`src/hw/rtl/dmac_pkg.sv`:
```
package dmac_pkg;

  localparam int NumChannels  = 4;
  localparam int ChanW        = 2;
  localparam int GxBurstUnits = 112;

  localparam logic [2:0] OpWrSrc  = 3'd0;
  localparam logic [2:0] OpWrDst  = 3'd1;
  localparam logic [2:0] OpWrCtl  = 3'd2;
  localparam logic [2:0] OpRdCtl  = 3'd3;
  localparam logic [2:0] OpTrig   = 3'd4;
  localparam logic [2:0] OpStep   = 3'd5;

  localparam logic [1:0] KindNone = 2'd0;
  localparam logic [1:0] KindRead = 2'd1;
  localparam logic [1:0] KindCopy = 2'd2;

  localparam logic [0:0] CfgProcSel = 1'd0;
  localparam logic [0:0] CfgLegacy  = 1'd1;

  localparam logic [31:0] CountMask = 32'h001F_FFFF;

  typedef struct packed {
    logic [2:0]  opcode;
    logic [1:0]  channel;
    logic [31:0] write_mask;
    logic [31:0] write_value;
    logic [2:0]  trigger_mode;
    logic [3:0]  trigger_channels;
    logic        gx_fifo_half_empty;
  } in_item_t;

  typedef struct packed {
    logic [1:0]  kind;
    logic [31:0] read_data;
    logic [31:0] copy_source;
    logic [31:0] copy_dest;
    logic        copy_wide;
    logic [1:0]  active_channel;
    logic        transfer_done;
    logic        irq_raise;
  } out_item_t;

  // per-channel entry held in the channel memory
  typedef struct packed {
    logic [27:0] src_reg;
    logic [27:0] dst_reg;
    logic [31:0] ctl;
    logic [31:0] src_cnt;
    logic [31:0] dst_cnt;
    logic [20:0] units;
    logic [6:0]  burst;
  } chan_entry_t;

endpackage

```
`src/hw/rtl/four_channel_dma_controller_core.sv`:
```
// Four-channel DMA controller core. Each input transaction is a register access, a trigger or
// a step that moves one unit for the lowest pending channel, and every transaction yields
// exactly one result transaction (kind none for writes, triggers and idle steps). Channel state
// sits in a small synchronous memory (one entry per channel) that is read, modified and written
// back, so a register access or a step with a pending channel goes from accept through memory
// read to compute with write back and result. Triggers, unknown opcodes and steps with nothing
// pending produce their result at the accept edge. A finished result waits in the output
// register and the next transaction is accepted only once that register is free. Entries
// never written since reset read as zero through per-entry written flags. Pending flags, control
// enable bits and the start modes are mirrored in flip-flops so that triggers and channel
// selection need no memory read.
module four_channel_dma_controller_core (
  input  logic                 clk_i,
  input  logic                 rst_ni,
  input  logic                 in_valid_i,
  output logic                 in_ready_o,
  input  dmac_pkg::in_item_t   in_data_i,
  output logic                 out_valid_o,
  input  logic                 out_ready_i,
  output dmac_pkg::out_item_t  out_data_o,
  input  logic                 cfg_valid_i,
  output logic                 cfg_ready_o,
  input  logic [0:0]           cfg_index_i,
  input  logic [31:0]          cfg_data_i
);

  typedef enum logic [1:0] {StIdle, StRead, StWrite} state_e;

  state_e                 state_q;
  dmac_pkg::in_item_t     item_q;
  logic [1:0]             ch_q;
  logic                   proc_q, legacy_q;
  logic [3:0]             pend_q;
  dmac_pkg::chan_entry_t  mem_q [dmac_pkg::NumChannels];
  logic [3:0]             mem_vld_q;
  dmac_pkg::chan_entry_t  rd_q;
  dmac_pkg::chan_entry_t  wr_d;
  logic                   wr_en;
  logic [3:0]             pend_d;
  dmac_pkg::out_item_t    res_d, out_q;
  logic                   out_v_q;
  logic [1:0]             sel_ch;
  logic                   sel_found;
  logic [3:0]             trig_hit;
  logic [31:0]            ctl_mir_q [dmac_pkg::NumChannels];
  logic                   acc;
  logic                   acc_mem;

  assign in_ready_o  = (state_q == StIdle) && !out_v_q;
  assign cfg_ready_o = 1'b1;
  assign out_valid_o = out_v_q;
  assign out_data_o  = out_q;

  // accepted transaction and whether it needs the channel memory
  assign acc     = (state_q == StIdle) && in_valid_i && in_ready_o;
  assign acc_mem = (in_data_i.opcode <= dmac_pkg::OpRdCtl)
                   || (in_data_i.opcode == dmac_pkg::OpStep && sel_found);

  // lowest pending channel
  always_comb begin
    sel_ch = '0;
    sel_found = 1'b0;
    for (int i = dmac_pkg::NumChannels - 1; i >= 0; i--) begin
      if (pend_q[i]) begin
        sel_ch = i[1:0];
        sel_found = 1'b1;
      end
    end
  end

  // trigger match against mirrored control words
  always_comb begin
    logic [3:0] m;
    m = proc_q ? {in_data_i.trigger_mode, 1'b0} : {1'b0, in_data_i.trigger_mode};
    for (int i = 0; i < dmac_pkg::NumChannels; i++) begin
      trig_hit[i] = in_data_i.trigger_channels[i] && ctl_mir_q[i][31]
                    && ({1'b0, ctl_mir_q[i][29:27]} == m);
    end
  end

  // modify stage
  always_comb begin
    logic [31:0] c, msk, nc, size;
    logic [1:0]  dsel, ssel;
    logic [2:0]  mode;
    logic        end_run, gx, lg;
    logic [6:0]  bn;
    logic [20:0] un;
    wr_d = rd_q;
    wr_en = 1'b0;
    pend_d = pend_q;
    res_d = '0;
    c = rd_q.ctl;
    dsel = c[22:21];
    ssel = c[24:23];
    mode = c[29:27];
    gx = item_q.gx_fifo_half_empty;
    size = c[26] ? 32'd4 : 32'd2;
    end_run = 1'b0;
    msk = item_q.write_mask;
    nc = '0;
    bn = rd_q.burst + 7'd1;
    un = rd_q.units - 21'd1;
    lg = legacy_q && (mode == 3'd6) && (ch_q == 2'd1 || ch_q == 2'd2);
    case (item_q.opcode)
      dmac_pkg::OpWrSrc: begin
        msk = msk & ((proc_q && ch_q == 2'd0) ? 32'h07FF_FFFF : 32'h0FFF_FFFF);
        wr_d.src_reg = (rd_q.src_reg & ~msk[27:0]) | (item_q.write_value[27:0] & msk[27:0]);
        wr_en = 1'b1;
      end
      dmac_pkg::OpWrDst: begin
        msk = msk & ((proc_q && ch_q != 2'd3) ? 32'h07FF_FFFF : 32'h0FFF_FFFF);
        wr_d.dst_reg = (rd_q.dst_reg & ~msk[27:0]) | (item_q.write_value[27:0] & msk[27:0]);
        wr_en = 1'b1;
      end
      dmac_pkg::OpWrCtl: begin
        if (proc_q) msk = msk & ((ch_q == 2'd3) ? 32'hF7E0_FFFF : 32'hF7E0_3FFF);
        nc = (c & ~msk) | (item_q.write_value & msk);
        wr_d.ctl = nc;
        wr_en = 1'b1;
        if (nc[31] && nc[29:27] == 3'd7 && gx) pend_d[ch_q] = 1'b1;
        if (!c[31] && nc[31]) begin
          wr_d.dst_cnt = {4'd0, rd_q.dst_reg};
          wr_d.src_cnt = {4'd0, rd_q.src_reg};
          wr_d.units = nc[20:0];
          wr_d.burst = '0;
          if (nc[29:27] == 3'd0) pend_d[ch_q] = 1'b1;
        end
      end
      dmac_pkg::OpRdCtl: begin
        res_d.kind = dmac_pkg::KindRead;
        res_d.read_data = c & (legacy_q ? 32'hFFFF_0000 : 32'hFFFF_FFFF);
      end
      dmac_pkg::OpStep: begin
        if (pend_q[ch_q]) begin
          wr_en = 1'b1;
          res_d.active_channel = ch_q;
          if (lg) begin
            res_d.kind = dmac_pkg::KindCopy;
            res_d.copy_source = rd_q.src_cnt;
            res_d.copy_dest = rd_q.dst_cnt;
            res_d.copy_wide = 1'b1;
            if (ssel == 2'd0) wr_d.src_cnt = rd_q.src_cnt + 32'd4;
            else if (ssel == 2'd1) wr_d.src_cnt = rd_q.src_cnt - 32'd4;
            wr_d.burst = bn;
            if (bn >= 7'd4) end_run = 1'b1;
          end else if (rd_q.units == '0) begin
            end_run = 1'b1;
          end else begin
            res_d.kind = dmac_pkg::KindCopy;
            res_d.copy_source = rd_q.src_cnt;
            res_d.copy_dest = rd_q.dst_cnt;
            res_d.copy_wide = c[26];
            if (ssel == 2'd0) wr_d.src_cnt = rd_q.src_cnt + size;
            else if (ssel == 2'd1) wr_d.src_cnt = rd_q.src_cnt - size;
            if (dsel == 2'd0 || dsel == 2'd3) wr_d.dst_cnt = rd_q.dst_cnt + size;
            else if (dsel == 2'd1) wr_d.dst_cnt = rd_q.dst_cnt - size;
            wr_d.units = un;
            wr_d.burst = bn;
            if (un == '0) begin
              end_run = 1'b1;
            end else if (mode == 3'd7 && bn >= 7'(dmac_pkg::GxBurstUnits)) begin
              wr_d.burst = '0;
              pend_d[ch_q] = gx;
              res_d.transfer_done = 1'b1;
            end
          end
          if (end_run) begin
            wr_d.burst = '0;
            pend_d[ch_q] = 1'b0;
            res_d.transfer_done = 1'b1;
            if (c[25] && mode != 3'd0) begin
              wr_d.units = c[20:0];
              if (dsel == 2'd3) wr_d.dst_cnt = {4'd0, rd_q.dst_reg};
              if (mode == 3'd7 && gx) pend_d[ch_q] = 1'b1;
            end else begin
              wr_d.ctl = {1'b0, c[30:0]};
            end
            res_d.irq_raise = c[30];
          end
        end
      end
      default: ;
    endcase
  end

  // control, mirrors and output register
  always_ff @(posedge clk_i or negedge rst_ni) begin
    if (!rst_ni) begin
      state_q <= StIdle;
      pend_q <= '0;
      proc_q <= 1'b0;
      legacy_q <= 1'b0;
      out_v_q <= 1'b0;
      mem_vld_q <= '0;
      for (int i = 0; i < dmac_pkg::NumChannels; i++) ctl_mir_q[i] <= '0;
    end else begin
      if (cfg_valid_i) begin
        case (cfg_index_i)
          dmac_pkg::CfgProcSel: proc_q <= cfg_data_i[0];
          dmac_pkg::CfgLegacy:  legacy_q <= cfg_data_i[0];
          default: ;
        endcase
      end
      if (out_v_q && out_ready_i) out_v_q <= 1'b0;
      case (state_q)
        StIdle: begin
          if (acc) begin
            if (in_data_i.opcode == dmac_pkg::OpTrig) pend_q <= pend_q | trig_hit;
            // memory transactions go through read and write back, the rest answer at once
            if (acc_mem) state_q <= StRead;
            else out_v_q <= 1'b1;
          end
        end
        StRead: state_q <= StWrite;
        StWrite: begin
          pend_q <= pend_d;
          if (wr_en) begin
            ctl_mir_q[ch_q] <= wr_d.ctl;
            mem_vld_q[ch_q] <= 1'b1;
          end
          out_v_q <= 1'b1;
          state_q <= StIdle;
        end
        default: state_q <= StIdle;
      endcase
    end
  end

  // payload registers and channel memory
  always_ff @(posedge clk_i) begin
    if (acc) begin
      item_q <= in_data_i;
      ch_q <= (in_data_i.opcode == dmac_pkg::OpStep) ? sel_ch : in_data_i.channel;
      if (!acc_mem) out_q <= '0;
    end
    if (state_q == StRead) rd_q <= mem_vld_q[ch_q] ? mem_q[ch_q] : '0;
    if (state_q == StWrite) begin
      if (wr_en) mem_q[ch_q] <= wr_d;
      out_q <= res_d;
    end
  end

  a_single_result: assert property (@(posedge clk_i) disable iff (!rst_ni)
    state_q == StWrite |-> !out_v_q)
    else $error("result register busy at write back");
  a_kind_copy: assert property (@(posedge clk_i) disable iff (!rst_ni)
    (out_v_q && out_q.kind == dmac_pkg::KindCopy) |-> out_q.read_data == '0)
    else $error("copy result carries read data");
  a_ready_idle: assert property (@(posedge clk_i) disable iff (!rst_ni)
    state_q != StIdle |-> !in_ready_o)
    else $error("accepting while busy");

endmodule

```
`config.mk`:
```
export PLATFORM = sky130hd
export DESIGN_NAME = four_channel_dma_controller_core
export DESIGN_NICKNAME = d
export VERILOG_FILES = /design/src/hw/rtl/dmac_pkg.sv /design/src/hw/rtl/four_channel_dma_controller_core.sv
export SDC_FILE = /design/constraint.sdc
export NUM_CORES = 2
export LEC_CHECK = 0
export ABC_AREA = 1
export BUFFER_PORTS_ARGS = -buffer_cell sky130_fd_sc_hd__buf_4
export CORE_ASPECT_RATIO = 0.8
export CORE_UTILIZATION = 39
export DETAILED_ROUTE_END_ITERATION = 8
export HOLD_SLACK_MARGIN = 0.03
export PLACE_DENSITY = 0.56
export SLEW_MARGIN = 20
export SYNTH_ARGS = -nofsm -noshare
export SYNTH_HDL_FRONTEND = slang
export SYNTH_SLANG_ARGS = --single-unit
export TNS_END_PERCENT = 100
```
`constraint.sdc`:
```
create_clock -name clk_i -period 18.5 [get_ports clk_i]
set_input_delay 1.85 -clock clk_i [delete_from_list [all_inputs] [get_ports clk_i]]
set_output_delay 1.85 -clock clk_i [all_outputs]
set_load 0.01 [all_outputs]
```
==> metrics <==
status completed; Post-CTS Setup Repair Bufs 0; Seq cells post-synth 1102; H-Tree Level Count 3; Syn Inst Count 4915; clk slew on worst S/H paths ~0.06 ns; part of the power in combinational logic a little under a quarter; Sw Share about a third; met2 usage 37.3%; register share of total power a little under half; Top delay family on crit path buffers and inverters; Clk pwr share 30.6%; Psw 0.00248 W; GRT Resource Usage Total between 20 and 25%; most common cell in the netlist edfxtp_1; total wire length 160000 um; initial antenna violation count 1; Worst Hold Launch mem_vld_q[1]; Area Growth Syn to Fin 13.3%; area taken by multi-input logic gates 14700 sq um; CP dominant cell by count buf_4; Leakage roughly 22 nW; Critical R2R Launch ch_q[0]; Die Ht roughly 320 um; Final Non-Filler Cells 6824; post-route DRC violation count 0; Hold Violations, Final 0; number of global-route vias before repair around 35000; RSZ-0062 raised after global routing false; CP arrival roughly 6.9 ns; worst-case clock skew 0.0386 ns; critical path capture point type register; dpl hpwl about 100000 um; minimum clock period after layout around 6.5 ns; Buffers & Inverters on Critical Path 6; Synth area leader edfxtp_1; kind of critical path register to register; top cells by count, synth edfxtp_1, nand2_1, nor2_1; startpoint types register; PD cells ~130 nW/um^2; Clk Latency, worst-skew pair between 0.7 and 0.8 ns; MaxCap Viol Count 0; met1 Use GR about 35%; largest cells by area after synthesis edfxtp_1, nand2_1, o21ai_0; maximum clock insertion buffer count 3; sequential element share of the synthesized area 65.4%; Yosys cell types 51; antenna diode count 0; first-pass GRT wire length between 200000 and 250000 um; Post-DRT Antenna Nets 0; Iter 0 DRT Violations around 4000; CTS root buf clkbuf_16; GR Layer Usage met3 under 10%; Port Buffers about 190; Hold Path Class register to register; fillers between 10000 and 15000; core area 128000 sq um; maximum number of pins on one net before global-route repair between 200 and 250; WP data required about 19 ns; CTS tree done; share of layout cells above drive strength 1 under 10%; number of synthesized flops with an enable pin roughly 1100; placed cell count about 6600; via count 37600; post-cts gate resize count 0; Synth Cell Area 50400 sq um; total congestion overflow 0; TritonRoute pass-1 iters 6; asr flop ratio synth approximately 2.6%; Placer Congestion roughly 0.95; CP max stage delay 0.92 ns; total CTS buffers approximately 110; row count ~120; FF/Latch Area between 30000 and 40000 sq um; vias per cell 5.50; post-synth top area share 63.9%; Int Pwr 0.00489 W; origin of the worst setup path ch_q[0]; nets@finish 5145; Synth Net Count between 5000 and 6000; setup violators final 0; Slew HR between 20% and 30%; Die Wd 404 um; Final period util around a third; Peak VDD IR ~0.14 mV; top_reg_cell synth edfxtp_1; synth warn 0; initial cell density of the core 39.4%; die area 131000 sq um; wire length per cell around 24 um; crit-path cells buf_4 -> inv_8 -> o21ai_0 -> nand2_2 -> o21ai_0 -> nand3_1 -> nor2_4 -> buf_4 -> buf_16 -> buf_4 -> buf_4; Slowest-stage cell, CP buf_4; Mean Syn Cell Area approximately 10 sq um; CP max FO between 100 and 150; highest clock rate roughly 0.15 GHz; Sink Count between 1000 and 1500; count of final max-slew check failures 0; Top-Level Pins between 200 and 250; Final TNS setup 0 ns; Hold Buf Count CTS 0; pin slew with the least headroom to its limit about 1.1 ns; layer carrying the most global-route usage met2
[placed cells by master (no fill, tap or decap), drive strengths merged, types with 8 or more instances in the layout]
cell       n
o21ai    674
clkbuf   137
buf      250
dfrtp     29
a31oi     15
inv      464
edfxtp  1073
nand2    896
nor4      11
bufinv     9
or2       14
clkinv    58
a21oi    123
o31ai      8
a22oi     64
nor3      36
xor2      41
ha        20
nor2     699
o41ai      8
nand3    171
o22ai    188
o211ai    14
nand4     50
[flip-flops by register name, summed over array words and instances, names as in the netlist]
name,cells
mem_vld_q,4
proc_q,1
state_q,2
ch_q,2
out_data_o,103
out_valid_o,1
rd_q,180
item_q,68
mem_q,720
legacy_q,1
ctl_mir_q,16
pend_q,4
[final timing paths]
check / endpoint / slack [ns] / cells past startpoint
setup / recovery: mem_q[0][76] / 11.98 / 11
hold / removal: mem_vld_q[1] / 0.46 / 1
setup reg to reg: mem_q[0][76] / 11.98 / 11
hold reg to reg: mem_vld_q[1] / 0.46 / 1
max in group asynchronous: mem_vld_q[0] / 17.14 / 1
min in group asynchronous: ctl_mir_q[29] / 1.05 / 1
[stage by stage]
step / util [%] / hold WS, ns / total power, W / setup slack [ns] / cell area, sq um
after floorplan: - / 0.434 / 0.00445 / 7.87 / 50400
after global placement: 41.9 / 0.449 / 0.00513 / 11.79 / 53500
after detailed placement: 41.9 / 0.447 / 0.00514 / 11.97 / 53500
after CTS: 44.7 / 0.462 / 0.00739 / 11.94 / 57100
after global routing: 44.7 / 0.473 / 0.00770 / 11.55 / 57100
final: 44.7 / 0.461 / 0.00737 / 11.98 / 57100
[logic make-up after synthesis]
| logic type | count (synthesis) | synth area share, % |
|---|---|---|
| multiplexers | 6 | 0.134 |
| XOR/XNOR | 43 | 0.762 |
| AND/OR/NAND/NOR | 1887 | 15.2 |
| flip-flops | 1102 | 65.4 |
| buffers and inverters | 737 | 5.65 |
| AO/OA/AOI/OAI | 1115 | 12.2 |
| other | 1 | 0.00744 |
| adder cells (fa/ha/maj) | 24 | 0.655 |
[worst reg2reg max path, delay by kind of cell, from the launching register on]
kind | cells | cell delay [ns]
compound gates | 2 | 0.72
buf+inv | 6 | 3.64
flops | 1 | 0.34
simple gates | 3 | 1.37
[power groups by stage]
stage          combinational, W  sequential, W  clock [W]
3_3_place_gp            0.00171        0.00342          0
2_1_floorplan           0.00109        0.00336          0
5_1_grt                 0.00193        0.00339    0.00239
3_5_place_dp            0.00173        0.00342          0
6_report                0.00175        0.00337    0.00225
4_1_cts                 0.00173        0.00337    0.00229
[metal layers]
| layer | up-vias | part of all wire (%) |
|---|---|---|
| met5 | - | 0 |
| met3 | 197 | 8.1 |
| met4 | 0 | 2.2 |
| li1 | 17300 | - |
| met2 | 1559 | 44 |
| met1 | 18500 | 45 |
[cell type report]
type | count | share of cell area [%]
clock buffers | 137 | 5.14
clock inverters | 71 | 1.16
inverters | 463 | 3.07
multi-input cells | 3076 | 25.8
flip-flops and latches | 1102 | 57.7
well taps | 1725 | 3.78
repair buffers | 250 | 3.43
(Power assumes the default switching activity.)
